[config.mk]
export PLATFORM = sky130hd
export DESIGN_NAME = battery_state_and_charge_manager_core
export DESIGN_NICKNAME = d
export VERILOG_FILES = /design/src/hdl/bscm_pkg.sv /design/src/hdl/bscm_front.sv /design/src/hdl/bscm_queue.sv /design/src/hdl/bscm_div.sv /design/src/hdl/bscm_back.sv /design/src/hdl/battery_state_and_charge_manager_core.sv
export SDC_FILE = /design/constraint.sdc
export NUM_CORES = 1
export LEC_CHECK = 0
export BUFFER_PORTS_ARGS = -buffer_cell sky130_fd_sc_hd__buf_4
export CAP_MARGIN = 20
export CORE_MARGIN = 1
export CORE_UTILIZATION = 55
export CTS_CLUSTER_DIAMETER = 80
export CTS_CLUSTER_SIZE = 12
export DETAILED_ROUTE_END_ITERATION = 10
export GPL_TIMING_DRIVEN = 0
export PLACE_DENSITY = 0.71
export SYNTH_ARGS = -nofsm -noshare
export SYNTH_HDL_FRONTEND = slang
export SYNTH_HIERARCHICAL = 1
export SYNTH_SLANG_ARGS = --single-unit
[constraint.sdc]
create_clock -name i_clk -period 11.1 [get_ports i_clk]
set_input_delay 1.11 -clock i_clk [delete_from_list [all_inputs] [get_ports i_clk]]
set_output_delay 1.11 -clock i_clk [all_outputs]
set_load 0.1 [all_outputs]
[src/hdl/bscm_pkg.sv]
`default_nettype none
// ---------------------------------------------------------------------------
// bscm_pkg - battery state and charge manager shared definitions
// Widths, codes, configuration and job types, and the discharge curves
// used for the state-of-charge lookup.
// ---------------------------------------------------------------------------
package bscm_pkg;

    // Field widths
    localparam int VOLT_W    = 14;
    localparam int CURR_W    = 13;
    localparam int TEMP_W    = 8;
    localparam int HYST_W    = 10;
    localparam int MODE_W    = 3;
    localparam int DIR_W     = 2;
    localparam int NET_W     = 16;
    localparam int PCT_W     = 7;
    localparam int SEL_W     = 2;
    localparam int PT_W      = 13;
    localparam int MAX_SOLAR = 6;

    // Stream and register port widths
    localparam int IN_TDATA_W  = 128;
    localparam int OUT_TDATA_W = 32;
    localparam int APB_DATA_W  = 32;
    localparam int APB_ADDR_W  = 5;

    // Curve table
    localparam int TABLE_LEN = 12;
    localparam int IDX_W     = $clog2(TABLE_LEN);

    // Divider width: covers cells * curve span and 10 percent * 4200 mV span
    localparam int DIV_W = 17;

    // Queue between front and back
    localparam int QUEUE_DEPTH = 2;

    // Default block parameters
    localparam int DEF_CURVE_POINTS    = 12;
    localparam int DEF_CELLS_IN_SERIES = 2;
    localparam int DEF_CAPACITY_MAH    = 5200;
    localparam int DEF_SOLAR_CHANNELS  = 6;

    localparam logic [NET_W-1:0] DEADBAND_MA = NET_W'(2);
    localparam logic [PCT_W-1:0] PCT_FULL    = PCT_W'(100);

    // Battery mode codes
    localparam logic [MODE_W-1:0] MODE_OVER     = 3'd0;
    localparam logic [MODE_W-1:0] MODE_NORMAL   = 3'd1;
    localparam logic [MODE_W-1:0] MODE_UNDER    = 3'd2;
    localparam logic [MODE_W-1:0] MODE_CRITICAL = 3'd3;
    localparam logic [MODE_W-1:0] MODE_HARDOFF  = 3'd4;

    // Charge direction codes
    localparam logic [DIR_W-1:0] DIR_CHARGE    = 2'd0;
    localparam logic [DIR_W-1:0] DIR_DISCHARGE = 2'd1;
    localparam logic [DIR_W-1:0] DIR_NONE      = 2'd2;

    // Curve select codes
    localparam logic [SEL_W-1:0] SEL_C02 = 2'd0;
    localparam logic [SEL_W-1:0] SEL_C05 = 2'd1;
    localparam logic [SEL_W-1:0] SEL_C10 = 2'd2;

    // Register indexes
    localparam logic [2:0] REG_FULL     = 3'd0;
    localparam logic [2:0] REG_NORMAL   = 3'd1;
    localparam logic [2:0] REG_CRITICAL = 3'd2;
    localparam logic [2:0] REG_HARDOFF  = 3'd3;
    localparam logic [2:0] REG_HYST     = 3'd4;
    localparam logic [2:0] REG_LOW_TEMP = 3'd5;
    localparam logic [2:0] REG_HIGH_TEMP= 3'd6;
    localparam logic [2:0] REG_AUTO     = 3'd7;

    // Register reset values
    localparam logic [VOLT_W-1:0] RST_FULL     = 14'd8300;
    localparam logic [VOLT_W-1:0] RST_NORMAL   = 14'd7200;
    localparam logic [VOLT_W-1:0] RST_CRITICAL = 14'd6800;
    localparam logic [VOLT_W-1:0] RST_HARDOFF  = 14'd6400;
    localparam logic [HYST_W-1:0] RST_HYST     = 10'd50;
    localparam logic [TEMP_W-1:0] RST_LOW_TEMP = 8'd0;
    localparam logic [TEMP_W-1:0] RST_HIGH_TEMP= 8'd10;

    typedef struct packed {
        logic [VOLT_W-1:0] full_voltage;
        logic [VOLT_W-1:0] normal_voltage;
        logic [VOLT_W-1:0] critical_voltage;
        logic [VOLT_W-1:0] hardoff_voltage;
        logic [HYST_W-1:0] voltage_hysteresis;
        logic [TEMP_W-1:0] heater_low_temp;
        logic [TEMP_W-1:0] heater_high_temp;
        logic              heater_auto;
    } t_cfg;

    // One classified sample handed from front to back
    typedef struct packed {
        logic [MODE_W-1:0] battery_mode;
        logic [DIR_W-1:0]  charge_direction;
        logic [NET_W-1:0]  net_current;
        logic              heater_on;
        logic [VOLT_W-1:0] bus_millivolts;
        logic [SEL_W-1:0]  curve_sel;
    } t_job;

    localparam logic [PT_W-1:0] CURVE_C02 [TABLE_LEN] = '{
        13'd4200, 13'd4060, 13'd3980, 13'd3920, 13'd3870, 13'd3820,
        13'd3790, 13'd3770, 13'd3740, 13'd3680, 13'd3450, 13'd3000};
    localparam logic [PT_W-1:0] CURVE_C05 [TABLE_LEN] = '{
        13'd4200, 13'd3970, 13'd3870, 13'd3790, 13'd3730, 13'd3680,
        13'd3650, 13'd3620, 13'd3580, 13'd3510, 13'd3420, 13'd3000};
    localparam logic [PT_W-1:0] CURVE_C10 [TABLE_LEN] = '{
        13'd4200, 13'd3800, 13'd3750, 13'd3650, 13'd3625, 13'd3580,
        13'd3550, 13'd3520, 13'd3480, 13'd3400, 13'd3300, 13'd0};
    localparam logic [PCT_W-1:0] PCT_CURVE [TABLE_LEN] = '{
        7'd100, 7'd90, 7'd80, 7'd70, 7'd60, 7'd50,
        7'd40, 7'd30, 7'd20, 7'd10, 7'd5, 7'd0};

    // Per-cell curve point in millivolts
    function automatic logic [PT_W-1:0] curve_mv(input logic [SEL_W-1:0] sel,
                                                 input logic [IDX_W-1:0] idx);
        logic [PT_W-1:0] pt;
        case (sel)
            SEL_C02: pt = CURVE_C02[idx];
            SEL_C05: pt = CURVE_C05[idx];
            default: pt = CURVE_C10[idx];
        endcase
        return pt;
    endfunction

endpackage
`default_nettype wire

[src/hdl/bscm_front.sv]
`default_nettype none
// ---------------------------------------------------------------------------
// bscm_front - sample intake and classification
// Accepts housekeeping samples, advances the battery mode and heater state,
// classifies the net current and picks the discharge curve.
// ---------------------------------------------------------------------------
module bscm_front import bscm_pkg::*; #(
    parameter int CAPACITY_MAH   = DEF_CAPACITY_MAH,
    parameter int SOLAR_CHANNELS = DEF_SOLAR_CHANNELS
) (
    input  wire logic                  i_clk,
    input  wire logic                  i_rst_n,
    input  wire t_cfg                  i_cfg,
    input  wire logic                  s_tvalid,
    output logic                       s_tready,
    input  wire logic [IN_TDATA_W-1:0] s_tdata,
    input  wire logic                  i_q_full,
    output logic                       o_q_push,
    output t_job                       o_q_job
);

    logic [MODE_W-1:0] r_mode, n_mode;
    logic              r_heater, n_heater;

    logic [VOLT_W-1:0] volt;
    logic [CURR_W-1:0] solar [MAX_SOLAR];
    logic [CURR_W-1:0] load;
    logic [TEMP_W-1:0] temp_a, temp_b;
    logic [NET_W-1:0]  cin;
    logic [NET_W:0]    cin_x, cout_x;
    logic [VOLT_W:0]   v_x, full_h, normal_h, crit_h, hard_h;
    logic [DIR_W-1:0]  dir;
    logic [NET_W-1:0]  net;
    logic              cold, warm;
    logic [SEL_W-1:0]  sel;

    // Unpack the sample
    always_comb begin
        volt = s_tdata[VOLT_W-1:0];
        for (int i = 0; i < MAX_SOLAR; i++) begin
            solar[i] = s_tdata[VOLT_W + i*CURR_W +: CURR_W];
        end
        load   = s_tdata[VOLT_W + MAX_SOLAR*CURR_W +: CURR_W];
        temp_a = s_tdata[VOLT_W + (MAX_SOLAR+1)*CURR_W +: TEMP_W];
        temp_b = s_tdata[VOLT_W + (MAX_SOLAR+1)*CURR_W + TEMP_W +: TEMP_W];
    end

    assign s_tready = !i_q_full;
    assign o_q_push = s_tvalid && s_tready;

    // Sum the active solar channels
    always_comb begin
        cin = '0;
        for (int i = 0; i < MAX_SOLAR; i++) begin
            if (i < SOLAR_CHANNELS) begin
                cin = cin + NET_W'(solar[i]);
            end
        end
    end

    // Mode transitions, hysteresis on rising thresholds and on hardoff entry
    always_comb begin
        v_x      = {1'b0, volt};
        full_h   = {1'b0, i_cfg.full_voltage} + (VOLT_W+1)'(i_cfg.voltage_hysteresis);
        normal_h = {1'b0, i_cfg.normal_voltage} + (VOLT_W+1)'(i_cfg.voltage_hysteresis);
        crit_h   = {1'b0, i_cfg.critical_voltage} + (VOLT_W+1)'(i_cfg.voltage_hysteresis);
        hard_h   = {1'b0, i_cfg.hardoff_voltage} + (VOLT_W+1)'(i_cfg.voltage_hysteresis);
        n_mode   = r_mode;
        case (r_mode)
            MODE_OVER: begin
                if (volt < i_cfg.full_voltage) n_mode = MODE_NORMAL;
            end
            MODE_NORMAL: begin
                if (v_x > full_h) n_mode = MODE_OVER;
                else if (volt < i_cfg.normal_voltage) n_mode = MODE_UNDER;
            end
            MODE_UNDER: begin
                if (v_x > normal_h) n_mode = MODE_NORMAL;
                if (volt < i_cfg.critical_voltage) n_mode = MODE_CRITICAL;
            end
            MODE_CRITICAL: begin
                if (v_x > crit_h) n_mode = MODE_UNDER;
                if (v_x < hard_h) n_mode = MODE_HARDOFF;
            end
            MODE_HARDOFF: begin
                if (v_x > hard_h) n_mode = MODE_CRITICAL;
            end
            default: n_mode = r_mode;
        endcase
    end

    // Classify net current with the deadband
    always_comb begin
        cin_x = {1'b0, cin};
        cout_x = (NET_W+1)'(load);
        if (cin_x > cout_x + (NET_W+1)'(DEADBAND_MA)) begin
            dir = DIR_CHARGE;
            net = NET_W'(cin_x - cout_x);
        end else if (cin_x + (NET_W+1)'(DEADBAND_MA) < cout_x) begin
            dir = DIR_DISCHARGE;
            net = NET_W'(cout_x - cin_x);
        end else begin
            dir = DIR_NONE;
            net = '0;
        end
    end

    // Two-point heater in auto mode, switch-on only in hardoff
    always_comb begin
        cold = ($signed(temp_a) < $signed(i_cfg.heater_low_temp)) ||
               ($signed(temp_b) < $signed(i_cfg.heater_low_temp));
        warm = ($signed(temp_a) > $signed(i_cfg.heater_high_temp)) ||
               ($signed(temp_b) > $signed(i_cfg.heater_high_temp));
        n_heater = r_heater;
        if (i_cfg.heater_auto) begin
            if (!r_heater) begin
                if (cold && (n_mode > MODE_CRITICAL)) n_heater = 1'b1;
            end else if (warm) begin
                n_heater = 1'b0;
            end
        end
    end

    // Pick the discharge curve by C-rate
    always_comb begin
        if (32'(net) * 32'd5 < 32'(CAPACITY_MAH)) sel = SEL_C02;
        else if (32'(net) * 32'd2 < 32'(CAPACITY_MAH)) sel = SEL_C05;
        else sel = SEL_C10;
    end

    always_comb begin
        o_q_job.battery_mode     = n_mode;
        o_q_job.charge_direction = dir;
        o_q_job.net_current      = net;
        o_q_job.heater_on        = n_heater;
        o_q_job.bus_millivolts   = volt;
        o_q_job.curve_sel        = sel;
    end

    // Advance state on each accepted beat
    always_ff @(posedge i_clk) begin
        if (!i_rst_n) begin
            r_mode   <= MODE_NORMAL;
            r_heater <= 1'b0;
        end else if (o_q_push) begin
            r_mode   <= n_mode;
            r_heater <= n_heater;
        end
    end

endmodule
`default_nettype wire

[src/hdl/bscm_queue.sv]
`default_nettype none
// ---------------------------------------------------------------------------
// bscm_queue - job queue between front and back
// Small register FIFO that lets intake continue while the back interpolates.
// ---------------------------------------------------------------------------
module bscm_queue import bscm_pkg::*; #(
    parameter int DEPTH = QUEUE_DEPTH
) (
    input  wire logic i_clk,
    input  wire logic i_rst_n,
    input  wire logic i_push,
    input  wire t_job i_job,
    output logic      o_full,
    input  wire logic i_pop,
    output logic      o_valid,
    output t_job      o_job
);

    localparam int PTR_W = (DEPTH > 1) ? $clog2(DEPTH) : 1;
    localparam int CNT_W = $clog2(DEPTH + 1);

    t_job             r_mem [DEPTH];
    logic [PTR_W-1:0] r_wp, r_rp;
    logic [CNT_W-1:0] r_cnt;
    logic             do_push, do_pop;

    assign o_full  = (r_cnt == CNT_W'(DEPTH));
    assign o_valid = (r_cnt != '0);
    assign o_job   = r_mem[r_rp];
    assign do_push = i_push && !o_full;
    assign do_pop  = i_pop && o_valid;

    // Hold entries
    always_ff @(posedge i_clk) begin
        if (do_push) r_mem[r_wp] <= i_job;
    end

    // Advance pointers and count
    always_ff @(posedge i_clk) begin
        if (!i_rst_n) begin
            r_wp  <= '0;
            r_rp  <= '0;
            r_cnt <= '0;
        end else begin
            if (do_push) r_wp <= (r_wp == PTR_W'(DEPTH-1)) ? '0 : r_wp + 1'b1;
            if (do_pop)  r_rp <= (r_rp == PTR_W'(DEPTH-1)) ? '0 : r_rp + 1'b1;
            if (do_push && !do_pop) r_cnt <= r_cnt + 1'b1;
            else if (do_pop && !do_push) r_cnt <= r_cnt - 1'b1;
        end
    end

endmodule
`default_nettype wire

[src/hdl/bscm_div.sv]
`default_nettype none
// ---------------------------------------------------------------------------
// bscm_div - iterative unsigned divider
// Restoring radix-2 divider, one quotient bit per cycle, done pulse at end.
// ---------------------------------------------------------------------------
module bscm_div import bscm_pkg::*; (
    input  wire logic             i_clk,
    input  wire logic             i_rst_n,
    input  wire logic             i_start,
    input  wire logic [DIV_W-1:0] i_dividend,
    input  wire logic [DIV_W-1:0] i_divisor,
    output logic                  o_done,
    output logic [DIV_W-1:0]      o_quotient
);

    localparam int CNT_W = $clog2(DIV_W + 1);

    logic [DIV_W-1:0] r_rem, r_quo, r_dvs;
    logic [CNT_W-1:0] r_cnt;
    logic             r_busy, r_done;
    logic [DIV_W:0]   trial;

    assign o_done     = r_done;
    assign o_quotient = r_quo;
    assign trial      = {r_rem, r_quo[DIV_W-1]};

    // Sequence control
    always_ff @(posedge i_clk) begin
        if (!i_rst_n) begin
            r_busy <= 1'b0;
            r_done <= 1'b0;
            r_cnt  <= '0;
        end else begin
            r_done <= 1'b0;
            if (i_start && !r_busy) begin
                r_busy <= 1'b1;
                r_cnt  <= CNT_W'(DIV_W);
            end else if (r_busy) begin
                r_cnt <= r_cnt - 1'b1;
                if (r_cnt == CNT_W'(1)) begin
                    r_busy <= 1'b0;
                    r_done <= 1'b1;
                end
            end
        end
    end

    // Shift and subtract one bit per cycle
    always_ff @(posedge i_clk) begin
        if (i_start && !r_busy) begin
            r_rem <= '0;
            r_quo <= i_dividend;
            r_dvs <= i_divisor;
        end else if (r_busy) begin
            if (trial >= {1'b0, r_dvs}) begin
                r_rem <= DIV_W'(trial - {1'b0, r_dvs});
                r_quo <= {r_quo[DIV_W-2:0], 1'b1};
            end else begin
                r_rem <= trial[DIV_W-1:0];
                r_quo <= {r_quo[DIV_W-2:0], 1'b0};
            end
        end
    end

endmodule
`default_nettype wire

[src/hdl/bscm_back.sv]
`default_nettype none
// ---------------------------------------------------------------------------
// bscm_back - state-of-charge interpolation and result register
// Finds the curve segment, interpolates through the iterative divider and
// presents the finished result beat on the output stream.
// ---------------------------------------------------------------------------
module bscm_back import bscm_pkg::*; #(
    parameter int CURVE_POINTS    = DEF_CURVE_POINTS,
    parameter int CELLS_IN_SERIES = DEF_CELLS_IN_SERIES
) (
    input  wire logic                   i_clk,
    input  wire logic                   i_rst_n,
    input  wire logic                   i_q_valid,
    input  wire t_job                   i_q_job,
    output logic                        o_q_pop,
    output logic                        m_tvalid,
    input  wire logic                   m_tready,
    output logic [OUT_TDATA_W-1:0]      m_tdata
);

    localparam int NUM_PTS = (CURVE_POINTS < TABLE_LEN) ? CURVE_POINTS : TABLE_LEN;

    // Per-cell scaling by reciprocal multiplication; exact for any offset
    // below 2^VOLT_W and up to 8 cells in series
    localparam int CDIV_SHIFT = VOLT_W + 3;
    localparam int CDIV_W     = VOLT_W + CDIV_SHIFT + 1;
    localparam logic [CDIV_SHIFT:0] CDIV_RECIP =
        (CDIV_SHIFT+1)'((2**CDIV_SHIFT + CELLS_IN_SERIES - 1) / CELLS_IN_SERIES);

    localparam logic [2:0] S_IDLE = 3'd0;
    localparam logic [2:0] S_SCAN = 3'd1;
    localparam logic [2:0] S_PREP = 3'd2;
    localparam logic [2:0] S_CDIV = 3'd3;
    localparam logic [2:0] S_MUL  = 3'd4;
    localparam logic [2:0] S_DVS  = 3'd5;
    localparam logic [2:0] S_DVW  = 3'd6;
    localparam logic [2:0] S_FIN  = 3'd7;

    logic [2:0]       r_state;
    t_job             r_job;
    logic [IDX_W-1:0] r_idx, n_first;
    logic             r_hit, n_found;
    logic [VOLT_W-1:0] r_rem;
    logic [DIV_W-1:0] r_vdiff, r_prod;
    logic [PT_W-1:0]  r_step;
    logic [PCT_W-1:0] r_sdiff, r_base, r_pct;

    logic             r_out_valid;
    t_job             r_out_job;
    logic [PCT_W-1:0] r_out_pct;

    logic              div_start, div_done;
    logic [DIV_W-1:0]  div_divisor, div_quo;
    logic [CDIV_W-1:0] cdiv_prod;
    logic [PT_W-1:0]   pt, prev;
    logic              out_free;

    assign o_q_pop  = (r_state == S_IDLE) && i_q_valid;
    assign out_free = !r_out_valid || m_tready;

    // Find the first curve point below the per-cell voltage
    always_comb begin
        n_found = 1'b0;
        n_first = '0;
        for (int i = TABLE_LEN - 1; i >= 0; i--) begin
            if (i < NUM_PTS) begin
                if (DIV_W'(r_job.bus_millivolts) >
                    DIV_W'(CELLS_IN_SERIES) * DIV_W'(curve_mv(r_job.curve_sel, IDX_W'(i))))
                begin
                    n_found = 1'b1;
                    n_first = IDX_W'(i);
                end
            end
        end
    end

    assign pt   = curve_mv(r_job.curve_sel, r_idx);
    assign prev = curve_mv(r_job.curve_sel, r_idx - 1'b1);

    // Scale the offset above the segment base down to one cell
    assign cdiv_prod = CDIV_W'(r_rem) * CDIV_W'(CDIV_RECIP);

    // Divider for the segment ratio
    assign div_start   = (r_state == S_DVS);
    assign div_divisor = DIV_W'(r_step);

    bscm_div u_div (
        .i_clk      (i_clk),
        .i_rst_n    (i_rst_n),
        .i_start    (div_start),
        .i_dividend (r_prod),
        .i_divisor  (div_divisor),
        .o_done     (div_done),
        .o_quotient (div_quo)
    );

    // Sequencer
    always_ff @(posedge i_clk) begin
        if (!i_rst_n) begin
            r_state <= S_IDLE;
        end else begin
            case (r_state)
                S_IDLE: if (i_q_valid) r_state <= S_SCAN;
                S_SCAN: r_state <= S_PREP;
                S_PREP: begin
                    if (!r_hit || (r_idx == '0)) r_state <= S_FIN;
                    else r_state <= S_CDIV;
                end
                S_CDIV: r_state <= S_MUL;
                S_MUL: begin
                    if (r_step == '0) r_state <= S_FIN;
                    else r_state <= S_DVS;
                end
                S_DVS: r_state <= S_DVW;
                S_DVW: if (div_done) r_state <= S_FIN;
                S_FIN: if (out_free) r_state <= S_IDLE;
                default: r_state <= S_IDLE;
            endcase
        end
    end

    // Datapath registers
    always_ff @(posedge i_clk) begin
        case (r_state)
            S_IDLE: if (i_q_valid) r_job <= i_q_job;
            S_SCAN: begin
                r_idx <= n_first;
                r_hit <= n_found;
            end
            S_PREP: begin
                if (!r_hit) begin
                    r_pct <= '0;
                end else if (r_idx == '0) begin
                    r_pct <= PCT_FULL;
                end else begin
                    r_rem   <= r_job.bus_millivolts -
                               VOLT_W'(DIV_W'(CELLS_IN_SERIES) * DIV_W'(pt));
                    r_step  <= prev - pt;
                    r_sdiff <= PCT_CURVE[r_idx - 1'b1] - PCT_CURVE[r_idx];
                    r_base  <= PCT_CURVE[r_idx];
                end
            end
            S_CDIV: r_vdiff <= DIV_W'(cdiv_prod[CDIV_W-1:CDIV_SHIFT]);
            S_MUL: begin
                // vdiff never exceeds the step, so the product fits the divider
                r_prod <= DIV_W'(r_vdiff * DIV_W'(r_sdiff));
                if (r_step == '0) r_pct <= r_base;
            end
            S_DVW: if (div_done) r_pct <= r_base + PCT_W'(div_quo);
            default: ;
        endcase
    end

    // Output register
    always_ff @(posedge i_clk) begin
        if (!i_rst_n) begin
            r_out_valid <= 1'b0;
        end else if ((r_state == S_FIN) && out_free) begin
            r_out_valid <= 1'b1;
        end else if (m_tready) begin
            r_out_valid <= 1'b0;
        end
    end

    always_ff @(posedge i_clk) begin
        if ((r_state == S_FIN) && out_free) begin
            r_out_job <= r_job;
            r_out_pct <= r_pct;
        end
    end

    assign m_tvalid = r_out_valid;
    assign m_tdata  = {3'b000, r_out_pct, r_out_job.heater_on, r_out_job.net_current,
                       r_out_job.charge_direction, r_out_job.battery_mode};

endmodule
`default_nettype wire

[src/hdl/battery_state_and_charge_manager_core.sv]
`default_nettype none
// ---------------------------------------------------------------------------
// battery_state_and_charge_manager_core - battery mode and charge manager
// Top level: register port, intake front, job queue and interpolation back.
// ---------------------------------------------------------------------------
// One housekeeping sample in, one result out. The front takes a sample
// whenever the queue is not full, updates the battery mode and heater command
// and queues the job; the queue holds two jobs. The back goes from scan and
// prep straight to finish when the voltage lies above the top curve point or
// below the curve, and interpolates otherwise: the per-cell scaling is one
// reciprocal multiply, and the radix-2 divider for the segment ratio (start,
// 17 quotient bits, done) sets the rate. A result waiting on the output
// holds the back. Registers sit on the APB port at byte address 4*index;
// writes belong to idle periods.
module battery_state_and_charge_manager_core import bscm_pkg::*; #(
    parameter int CURVE_POINTS    = DEF_CURVE_POINTS,
    parameter int CELLS_IN_SERIES = DEF_CELLS_IN_SERIES,
    parameter int CAPACITY_MAH    = DEF_CAPACITY_MAH,
    parameter int SOLAR_CHANNELS  = DEF_SOLAR_CHANNELS
) (
    input  wire logic                   i_clk,
    input  wire logic                   i_rst_n,
    // APB register port
    input  wire logic                   psel,
    input  wire logic                   penable,
    input  wire logic                   pwrite,
    input  wire logic [APB_ADDR_W-1:0]  paddr,
    input  wire logic [APB_DATA_W-1:0]  pwdata,
    output logic [APB_DATA_W-1:0]       prdata,
    output logic                        pready,
    // Sample stream
    input  wire logic                   s_tvalid,
    output logic                        s_tready,
    // [13:0] bus_millivolts, [26:14] solar_current_0, [39:27] solar_current_1,
    // [52:40] solar_current_2, [65:53] solar_current_3, [78:66] solar_current_4,
    // [91:79] solar_current_5, [104:92] load_current, [112:105] battery_temp_a,
    // [120:113] battery_temp_b, [127:121] zero
    input  wire logic [IN_TDATA_W-1:0]  s_tdata,
    // Result stream
    output logic                        m_tvalid,
    input  wire logic                   m_tready,
    // [2:0] battery_mode, [4:3] charge_direction, [20:5] net_current,
    // [21] heater_on, [28:22] charge_percent, [31:29] zero
    output logic [OUT_TDATA_W-1:0]      m_tdata
);

    t_cfg       r_cfg;
    logic [2:0] reg_idx;
    logic       cfg_wr;
    logic       q_full, q_push, q_pop, q_valid;
    t_job       q_in, q_out;

    assign pready  = 1'b1;
    assign reg_idx = paddr[4:2];
    assign cfg_wr  = psel && penable && pwrite && pready;

    // Register writes
    always_ff @(posedge i_clk) begin
        if (!i_rst_n) begin
            r_cfg.full_voltage       <= RST_FULL;
            r_cfg.normal_voltage     <= RST_NORMAL;
            r_cfg.critical_voltage   <= RST_CRITICAL;
            r_cfg.hardoff_voltage    <= RST_HARDOFF;
            r_cfg.voltage_hysteresis <= RST_HYST;
            r_cfg.heater_low_temp    <= RST_LOW_TEMP;
            r_cfg.heater_high_temp   <= RST_HIGH_TEMP;
            r_cfg.heater_auto        <= 1'b0;
        end else if (cfg_wr) begin
            case (reg_idx)
                REG_FULL:      r_cfg.full_voltage       <= pwdata[VOLT_W-1:0];
                REG_NORMAL:    r_cfg.normal_voltage     <= pwdata[VOLT_W-1:0];
                REG_CRITICAL:  r_cfg.critical_voltage   <= pwdata[VOLT_W-1:0];
                REG_HARDOFF:   r_cfg.hardoff_voltage    <= pwdata[VOLT_W-1:0];
                REG_HYST:      r_cfg.voltage_hysteresis <= pwdata[HYST_W-1:0];
                REG_LOW_TEMP:  r_cfg.heater_low_temp    <= pwdata[TEMP_W-1:0];
                REG_HIGH_TEMP: r_cfg.heater_high_temp   <= pwdata[TEMP_W-1:0];
                REG_AUTO:      r_cfg.heater_auto        <= pwdata[0];
                default: ;
            endcase
        end
    end

    // Register reads
    always_comb begin
        case (reg_idx)
            REG_FULL:      prdata = APB_DATA_W'(r_cfg.full_voltage);
            REG_NORMAL:    prdata = APB_DATA_W'(r_cfg.normal_voltage);
            REG_CRITICAL:  prdata = APB_DATA_W'(r_cfg.critical_voltage);
            REG_HARDOFF:   prdata = APB_DATA_W'(r_cfg.hardoff_voltage);
            REG_HYST:      prdata = APB_DATA_W'(r_cfg.voltage_hysteresis);
            REG_LOW_TEMP:  prdata = APB_DATA_W'(r_cfg.heater_low_temp);
            REG_HIGH_TEMP: prdata = APB_DATA_W'(r_cfg.heater_high_temp);
            REG_AUTO:      prdata = APB_DATA_W'(r_cfg.heater_auto);
            default:       prdata = '0;
        endcase
    end

    bscm_front #(
        .CAPACITY_MAH   (CAPACITY_MAH),
        .SOLAR_CHANNELS (SOLAR_CHANNELS)
    ) u_front (
        .i_clk    (i_clk),
        .i_rst_n  (i_rst_n),
        .i_cfg    (r_cfg),
        .s_tvalid (s_tvalid),
        .s_tready (s_tready),
        .s_tdata  (s_tdata),
        .i_q_full (q_full),
        .o_q_push (q_push),
        .o_q_job  (q_in)
    );

    bscm_queue #(
        .DEPTH (QUEUE_DEPTH)
    ) u_queue (
        .i_clk   (i_clk),
        .i_rst_n (i_rst_n),
        .i_push  (q_push),
        .i_job   (q_in),
        .o_full  (q_full),
        .i_pop   (q_pop),
        .o_valid (q_valid),
        .o_job   (q_out)
    );

    bscm_back #(
        .CURVE_POINTS    (CURVE_POINTS),
        .CELLS_IN_SERIES (CELLS_IN_SERIES)
    ) u_back (
        .i_clk     (i_clk),
        .i_rst_n   (i_rst_n),
        .i_q_valid (q_valid),
        .i_q_job   (q_out),
        .o_q_pop   (q_pop),
        .m_tvalid  (m_tvalid),
        .m_tready  (m_tready),
        .m_tdata   (m_tdata)
    );

endmodule
`default_nettype wire
Word-level counts from Yosys, hierarchy flattened --
Memories as Yosys holds them, arrays and structs flattened. A register that Yosys moved wholly into a read port is not among the register bits. Cells that the tools add are included.
Word-level totals: register bits after elaboration 261, memory bits (writable) 76, ROM bits 1472, bits of input ports 172, output and inout bits 67, logic and storage cells 278, memories kept 9
Memories:
- (no name shown) | depth 16, bits a word 13, read ports 1, clocked after memory_dff 0, write ports 0, line bscm_pkg.sv:123 | SEL_C05: pt = CURVE_C05[idx];
- (no name shown) | depth 16, bits a word 13, read ports 1, clocked after memory_dff 0, write ports 0, line bscm_pkg.sv:122 | SEL_C02: pt = CURVE_C02[idx];
- (no name shown) | depth 16, bits a word 13, read ports 1, clocked after memory_dff 0, write ports 0, line bscm_pkg.sv:124 | default: pt = CURVE_C10[idx];
- (no name shown) | depth 16, bits a word 13, read ports 1, clocked after memory_dff 0, write ports 0, line bscm_pkg.sv:123
- (no name shown) | depth 16, bits a word 13, read ports 1, clocked after memory_dff 0, write ports 0, line bscm_pkg.sv:124
- (no name shown) | depth 16, bits a word 13, read ports 1, clocked after memory_dff 0, write ports 0, line bscm_pkg.sv:122
- 3 more memories
Operators by class: add/sub/neg operators 24, $mul 2, $lt $le $gt $ge 32, equality and inequality tests 26, muxes and demuxes 90, bitwise gates (word level) 5, reductions and logical operators 51
Operator list (number):
- 32-bit case mux with 8 select lines | 1
- 13-bit 2-to-1 mux | 12
- 14-bit by 13-bit greater-than comparator with 1-bit output | 11
- 10-bit case mux with 2 select lines | 5
- 9-bit case mux with 2 select lines | 5
- 16-bit by 13-bit adder with 16-bit output | 4
- 14-bit by 10-bit adder with 15-bit output | 4
- 14-bit by 15-bit greater-than comparator with 1-bit output | 4
- 7-bit 2-to-1 mux | 8
- 13-bit case mux with 2 select lines | 2
- 17-bit 2-to-1 mux | 3
- 3-bit 2-to-1 mux | 16
- 14-bit < comparator | 3
- 16-bit 2-to-1 mux | 2
- 3-bit equality test (second input constant) | 9
- 3-bit case mux with 8 select lines | 1
- 7-bit case mux with 3 select lines | 1
- 19-bit by 13-bit < comparator with 1-bit output (second input constant) | 1
- 16-bit by 3-bit multiplier with 19-bit output (second input constant) | 1
- 3-bit by 2-bit equality test with 1-bit output (second input constant) | 6
- 18-bit by 13-bit greater-or-equal comparator with 1-bit output | 1
- 2-bit 2-to-1 mux | 9
- 2-bit AND reduction | 9
- 16-bit by 2-bit adder with 17-bit output (second input constant) | 1
- other kinds (54) | 111

Depth between registers and ports, before layout --
Gate-level depths: netlist of the first run.
depth after elaboration 15, depth in mapped cells 42, depth with buffers taken out 41

Hierarchy --
Netlist of the first run, hierarchy kept.
By module, submodules not included:
- bscm_back | instances 1, cells each 1141, area each 11927.7 µm², seq. area each 4554.4 µm²
- bscm_front | instances 1, cells each 1333, area each 10367.4 µm², seq. area each 80.1 µm²
- battery_state_and_charge_manager_core | instances 1, cells each 423, area each 4000.1 µm², seq. area each 1661.6 µm²
- bscm_div | instances 1, cells each 305, area each 3133.0 µm², seq. area each 1501.4 µm²
- bscm_queue | instances 1, cells each 143, area each 2979.1 µm², seq. area each 2382.3 µm²

Worst setup path before layout of the first run --
No wires, ideal clock.
kind input port to flip-flop, from input port s_tdata[16], to memory u_queue/r_mem[0][1] in the netlist's numbering (data pin), library setup time 258 ps, arrival time 9369 ps, data required time 10842 ps, setup slack 1473 ps, cell stages on the path 41, path buffers 2, cell sequence inv_1 fa_1 inv_1 fa_1 fa_1 ha_1 fa_1 a211oi_2 o31ai_4 o221a_2 nor2_1 nor2b_1 nor2_1 xnor2_1 ha_1 nand4b_1 or4_1 o21ai_0 [5 not listed] nand3_1 ha_1 nor2b_1 nand2_1 o21a_1 fa_1 nor2b_1 o21ai_0 a21oi_1 o21ai_0 nand2b_1 a21o_1 a21oi_1 o21ai_0 mux2_2 nor3_1 o311a_1 o21ba_1
RTL lines:
- start, declared | line battery_state_and_charge_manager_core.sv:38 | input wire logic [IN_TDATA_W-1:0] s_tdata,
- end, declared | line bscm_queue.sv:22 | t_job r_mem [DEPTH];

==> results of run 1 <==
==> synthesized netlist by cell type (29+ instances only) <==
master	instances	share of area, %
nand2_1	217	2.5
o21ai_0	136	2.1
inv_1	387	4.5
a21o_1	76	1.8
nand4_1	31	0.60
xor2_1	30	0.81
o21bai_1	48	1.1
nor3_1	34	0.53
o211ai_1	29	0.67
dfxtp_1	120	7.4
clkbuf_1	62	0.72
and2_1	82	1.6
mux2i_1	97	3.0
ha_1	394	15
o21a_1	41	0.95
nor2_1	163	1.9
xnor2_1	116	3.1
buf_4	38	0.88
nand2b_1	39	0.75
fa_1	117	7.2
mux2_2	40	1.4
edfxtp_1	259	24
nand3_1	50	0.77
nor2b_1	64	1.2
a21oi_1	200	3.1
==> placed cells by master (no fill, tap or decap), drive strengths merged, types with 26 or more instances in the layout <==
cell / synthesis / layout
inv: 393 / 397
ha: 394 / 394
buf: 77 / 282
edfxtp: 259 / 259
nand2: 217 / 217
a21oi: 202 / 202
nor2: 167 / 167
o21ai: 160 / 160
dfxtp: 120 / 120
fa: 117 / 117
xnor2: 117 / 117
clkbuf: 62 / 115
mux2i: 97 / 97
and2: 82 / 82
a21o: 76 / 76
nor2b: 65 / 65
mux2: 60 / 60
nand3: 50 / 50
o21bai: 48 / 48
o21a: 41 / 41
nand2b: 39 / 39
nor3: 39 / 39
nand4: 31 / 31
xor2: 31 / 31
o211ai: 29 / 29
nor4: 29 / 29
conb: 3 / 26
==> layer usage <==
| layer | track usage, % | share of wire, % | vias to the layer above |
|---|---|---|---|
| met5 | 0 | 0.039 | - |
| met4 | 10.1 | 3.0 | 4 |
| met3 | 3.63 | 5.5 | 156 |
| met2 | 51.1 | 50 | 817 |
| met1 | 36.3 | 42 | 12600 |
| li1 | - | - | 12400 |
==> cell type report <==
cell class                      instances  area share [%]
Buffer                                139            2.09
Inverter                              396            4.10
Timing Repair Buffer                  205            4.42
Multi-Input combinational cell       2454            55.5
Clock buffer                           53            2.92
Clock inverter                          9           0.211
Tap cell                              765            2.64
Sequential cell                       379            28.1
==> kinds of logic (layout without fill, tap and decap cells) <==
family	Yosys count	after routing
simple gates	816	816
buf+inv	535	802
fa+ha+maj	511	511
xor+xnor	148	148
flops	379	379
mux	164	164
compound gates	789	789
other cells	3	26
==> flip-flops by register name (all words and copies together) (netlist names), 2 cells and up, named ones only <==
register / cells
r_cfg: 83
u_queue/r_mem: 76
u_back/r_job: 38
u_back/m_tdata: 22
u_back/r_prod: 17
u_back/u_div/o_quotient: 17
u_back/u_div/r_dvs: 17
u_back/u_div/r_rem: 17
u_back/r_rem: 13
u_back/r_step: 13
u_back/r_vdiff: 13
u_back/r_base: 7
u_back/r_out_pct: 7
u_back/r_pct: 7
u_back/r_sdiff: 7
u_back/u_div/r_cnt: 5
u_back/r_idx: 4
u_back/r_state: 3
u_front/r_mode: 3
u_queue/r_cnt: 2
==> how the worst min path moves through the flow <==
stage                          start                  end  slack, ns  cells past startpoint
detailed placement  u_back/r_job[26]   u_back/m_tdata[14]       0.40                      0
global placement     u_back/r_pct[2]  u_back/r_out_pct[2]       0.40                      0
floorplan           u_back/r_job[35]    u_back/m_tdata[0]       0.40                      0
CTS                 u_back/r_job[36]    u_back/m_tdata[1]       0.42                      0
finish              u_back/r_job[36]    u_back/m_tdata[1]       0.41                      0
global route         u_back/r_rem[4]    u_back/r_vdiff[3]       0.42                      0
==> per-stage QoR <==
step / TNS (ns) / hold slack, ns / cells
floorplan: 0 / 0.400 / 3368
global placement: -0.146 / 0.401 / 4321
detailed placement: -0.451 / 0.405 / 4337
CTS: 0 / 0.418 / 4399
global route: 0 / 0.421 / 4400
finish: 0 / 0.411 / 4400
==> impl_metrics.py, run 1 <==
metrics = {
    "global_route": {
        "grtUsageTotal_pct": 28.9,
        "grt_antenna_before_repair": 2,
        "grt_max_degree": 34,
        "globalRouteOverflowTotal": 0,
        "grt_pass1_vias": 26200,
        "grt_pass1_wl_mm": 138,
    },
    "synth": {
        "synthArstFlopShare_pct": 0,
        "synth-compound-area-share_pct": 16.4,
        "synth_cell_types": 113,
        "synth-simple-area-share_pct": 13.2,
        "synth_edf_count": 259,
        "synth-seq-cells": 379,
        "synth_area_per_cell_um2": 9.69,
        "synth_top_family_by_area": "adder cells",
        "yosys_most_used_dff": "edfxtp_1",
        "synth_seq_area_share_pct": 31.4,
        "yosysWarnings": 6,
        "syn-instance-count": 3345,
        "yosys.area_share.xor_xnor_pct": 4.05,
        "synthAdderAreaFrac_pct": 22.4,
        "synth_mux_area_share_pct": 5.57,
        "synth_area_um2": 32400,
    },
    "sta": {
        "maxSlewViolCount": 0,
        "finalCritPeriodShare_pct": 93.3,
        "rsz0062_at_grt": "no",
        "slew-limit-headroom_pct": 39.5,
        "max_freq_mhz": 96.5,
        "setup_ws_ns": 0.741,
        "hold_viol_final": 0,
        "tightest_slew_ns": 0.897,
        "period_minus_slack_ns": 10.36,
        "setup_viol": 0,
        "fin_skew_ns": 0.0252,
    },
    "clock_tree": {
        "cts_hold_buf": 0,
        "cts_root_buffer": "clkbuf_16",
        "cts.sinks": 379,
        "clk_latency_ns": 0.57,
        "numCtsBuffers": 40,
        "htreeDepth": 2,
        "clkTransAtPathRegs_ns": 0.06,
        "cts_tree": "built",
        "clockBufferDepth": 3,
        "cts_resized": 0,
        "post_cts_buffers": 0,
    },
    "die": {
        "die_w_um": 245,
        "rows": 88,
        "die_area_um2": 59900,
        "start_util_pct": 56.0,
        "core_um2": 57900,
        "die_y_um": 245,
        "io_pins": 239,
    },
    "worst_setup_path": {
        "crit_buf_inv": 5,
        "worstSetupStartpoint": "s_tdata[16]",
        "rr_worst_depth": 16,
        "end_kind": "register",
        "cpMaxStageDelayCell": "fa_1",
        "cp.depth": 42,
        "regToRegSetupSlack_ns": 5.32,
        "crit_fanout": 10,
        "endpoint": "u_queue/r_mem[1][1]",
        "r2r_end": "u_back/r_rem[13]",
        "setup.worst_path.start_class": "primary input",
        "r2r_start": "u_back/r_job[1]",
        "critPathKind": "primary input to register",
        "worstPathArrival_ns": 10.66,
        "slowest_delay_ns": 0.53,
        "cpMostUsedCell": "fa_1",
        "crit_family": "adder cells",
        "crit_required_ns": 11.40,
    },
    "place": {
        "finalWeightedCongestion": 0.935,
        "numPortBuffers": 188,
        "placed_cell_area_um2": 35100,
        "place_ws_ns": -0.133,
        "hpwl_mm": 68.9,
    },
    "finish": {
        "ff_latch_area_um2": 10200,
        "diodes": 0,
        "area_delta_synth_final_pct": 11.8,
        "drive_gt1_share_pct": 12.2,
        "multiInputGateArea_um2": 20100,
        "post-route-util_pct": 62.6,
        "fillers": 4821,
        "layout.nets": 4298,
        "design_area_um2": 36200,
    },
    "drt": {
        "ant_nets": 0,
        "wl_per_cell_um": 19.8,
        "drtIter0Drc": 1766,
        "drcViolationCount": 0,
        "drt_pre_antenna_iters": 5,
        "via_count": 26000,
        "wl_mm": 87.1,
        "viasPerCell": 5.90,
    },
    "run": {
        "maxCapViolCount": 0,
    },
    "run_status": {
        "status": "completed",
    },
    "worst_hold_path": {
        "hold_path.class": "register to register",
    },
}
Power of run 1 is not shown: default switching activity piles up to over one toggle a cycle in this logic, so the estimate is an artifact.
==> run 2, diff against run 1 <==
--- a/config.mk
+++ b/config.mk
@@ -5,6 +5,7 @@
 export SDC_FILE = /design/constraint.sdc
 export NUM_CORES = 1
 export LEC_CHECK = 0
+export ABC_AREA = 1
 export BUFFER_PORTS_ARGS = -buffer_cell sky130_fd_sc_hd__buf_4
 export CAP_MARGIN = 20
 export CORE_MARGIN = 1
==> impl_metrics.py, run 2 <==
metrics = {
    "drt": {
        "ant_nets": 0,
        "via_count": 27300,
        "wl_mm": 81.3,
        "drcViolationCount": 0,
        "viasPerCell": 5.31,
        "drt_pre_antenna_iters": 8,
        "wl_per_cell_um": 15.8,
        "drtIter0Drc": 1725,
    },
    "clock_tree": {
        "numCtsBuffers": 40,
        "cts_hold_buf": 0,
        "htreeDepth": 2,
        "clk_latency_ns": 0.58,
        "clkTransAtPathRegs_ns": 0.06,
        "cts_tree": "built",
        "cts_root_buffer": "clkbuf_16",
        "cts.sinks": 379,
        "post_cts_buffers": 0,
        "cts_resized": 0,
        "clockBufferDepth": 3,
    },
    "die": {
        "die_y_um": 248,
        "die_w_um": 248,
        "die_area_um2": 61500,
        "io_pins": 239,
        "core_um2": 59500,
        "start_util_pct": 56.0,
        "rows": 89,
    },
    "synth": {
        "syn-instance-count": 4070,
        "yosys_most_used_dff": "edfxtp_1",
        "synthArstFlopShare_pct": 0,
        "synth_edf_count": 259,
        "synth_area_um2": 33300,
        "synth_seq_area_share_pct": 30.6,
        "ys_top_cells_by_area": "edfxtp_1 23%, ha_1 15%, nand2_1 8.8%, inv_1 7.3%, dfxtp_1 7.2%",
        "synth_common_cells": "784 x nand2_1, 649 x inv_1, 394 x ha_1",
        "synth_top_area_share_pct": 23.4,
        "synth_area_per_cell_um2": 8.18,
        "yosysTopAreaCell": "edfxtp_1",
        "yosysWarnings": 6,
        "synth_cell_types": 82,
        "synth_most_common_cell": "nand2_1",
        "synth-seq-cells": 379,
    },
    "worst_setup_path": {
        "crit_required_ns": 11.40,
        "critPathKind": "primary input to register",
        "setup.worst_path.start_class": "primary input",
        "worstPathArrival_ns": 9.35,
        "slowest_delay_ns": 0.64,
        "crit_fanout": 9,
        "end_kind": "register",
        "cpMaxStageDelayCell": "fa_1",
        "cpMostUsedCell": "nand2_1",
    },
    "place": {
        "finalWeightedCongestion": 0.973,
        "place_ws_ns": 1.51,
        "hpwl_mm": 65.0,
        "numPortBuffers": 185,
    },
    "run": {
        "maxCapViolCount": 0,
    },
    "sta": {
        "period_minus_slack_ns": 9.05,
        "setup_viol": 0,
        "rsz0062_at_grt": "no",
        "max_freq_mhz": 111,
        "tightest_slew_ns": 1.11,
        "slew-limit-headroom_pct": 26.3,
        "fin_skew_ns": 0.0213,
        "hold_viol_final": 0,
        "finalCritPeriodShare_pct": 81.5,
        "maxSlewViolCount": 0,
        "setup-tns-final_ns": 0,
        "setup_ws_ns": 2.05,
    },
    "global_route": {
        "use_met3_pct": 3.19,
        "top_usage_layer": "met2",
        "grtUsageTotal_pct": 26.6,
        "globalRouteOverflowTotal": 0,
        "met2_usage_pct": 46.4,
        "grt_pass1_wl_mm": 131,
        "grt_antenna_before_repair": 2,
        "grt_pass1_vias": 26300,
        "grt_use_met1_pct": 34.1,
        "grt_max_degree": 30,
    },
    "finish": {
        "final_cell_mix": "784 x nand2_1, 649 x inv_1, 394 x ha_1",
        "final_common_cell": "nand2_1",
        "layout.nets": 5015,
        "largest_reg_flops": 83,
        "top_register": "r_cfg",
        "post-route-util_pct": 62.4,
        "drive_gt1_share_pct": 12.2,
        "area_delta_synth_final_pct": 11.4,
        "reg_top3": "r_cfg (83), u_queue/r_mem (76), u_back/r_job (38)",
    },
    "worst_hold_path": {
        "hold_path.class": "register to register",
    },
    "run_status": {
        "status": "completed",
    },
}
==> run 2: cell count changes after synthesis, moves of 39 or more <==
cell      change
a21o_1       -69
a21oi_1      +49
and2_1       -78
inv_1       +262
mux2i_1      -97
nand2_1     +567
nand2b_1     -39
nand3_1     +128
nand4_1      +46
nor2_1      +189
nor2b_1      -64
xnor2_1      -74
xor2_1       +79
==> run 2: final timing paths <==
kind | from | end | slack (ns) | cells after the start
setup / recovery | s_tdata[16] | u_queue/r_mem[0][0] | 2.05 | 48
hold / removal | u_back/r_job[33] | u_back/m_tdata[3] | 0.41 | 0
setup reg to reg | u_back/r_sdiff[4] | u_back/r_prod[16] | 6.18 | 18
hold reg to reg | u_back/r_job[33] | u_back/m_tdata[3] | 0.41 | 0
==> run 2: logic make-up (layout without fill, tap and decap cells) <==
family	after synthesis	count (layout)	synth area share (%)
adders and majority gates	511	511	21.8
buffers and inverters	810	1076	10.3
other	3	27	0.0338
AOI/OAI and AO/OA	602	602	10.6
xor gates and xnor gates	152	152	4.02
DFF	379	379	30.6
and+or+nand+nor	1575	1575	21.2
muxes	38	38	1.51
==> run 2: stage by stage <==
step                      instance area (um^2)  hold slack [ns]  std cells
after floorplan                          33400            0.400       4093
after global placement                   35700            0.401       5051
after detailed placement                 35900            0.405       5062
after CTS                                37100            0.410       5131
after global routing                     37100            0.413       5132
final                                    37100            0.413       5133
==> run 2: metal layers <==
metal	wire, um	share of wire [%]
met4	2690	3.3
met2	38600	47
met5	17	0.021
met3	4510	5.5
met1	35500	44
==> run 2: layout make-up <==
| cell class | count | area [um^2] |
|---|---|---|
| clock buffers | 62 | 1110 |
| plain buffers | 117 | 797 |
| fillers | 5358 | 22400 |
| well taps | 773 | 967 |
| repair buffers | 197 | 1520 |
| clock inverters | 7 | 65.1 |
| diodes | 1 | 2.50 |
| multi-input cells | 2904 | 19800 |
| flip-flops and latches | 379 | 10200 |
| inverters | 693 | 2620 |
==> run 2: critical path: cells and delay by family <==
| family | cells | cell delay [ns] |
|---|---|---|
| AO/OA/AOI/OAI | 9 | 1.72 |
| AND/OR/NAND/NOR | 22 | 2.49 |
| buffers and inverters | 7 | 0.46 |
| XOR/XNOR | 2 | 0.30 |
| adder cells (fa/ha/maj) | 8 | 3.28 |
Power of run 2 is left out for the same reason.
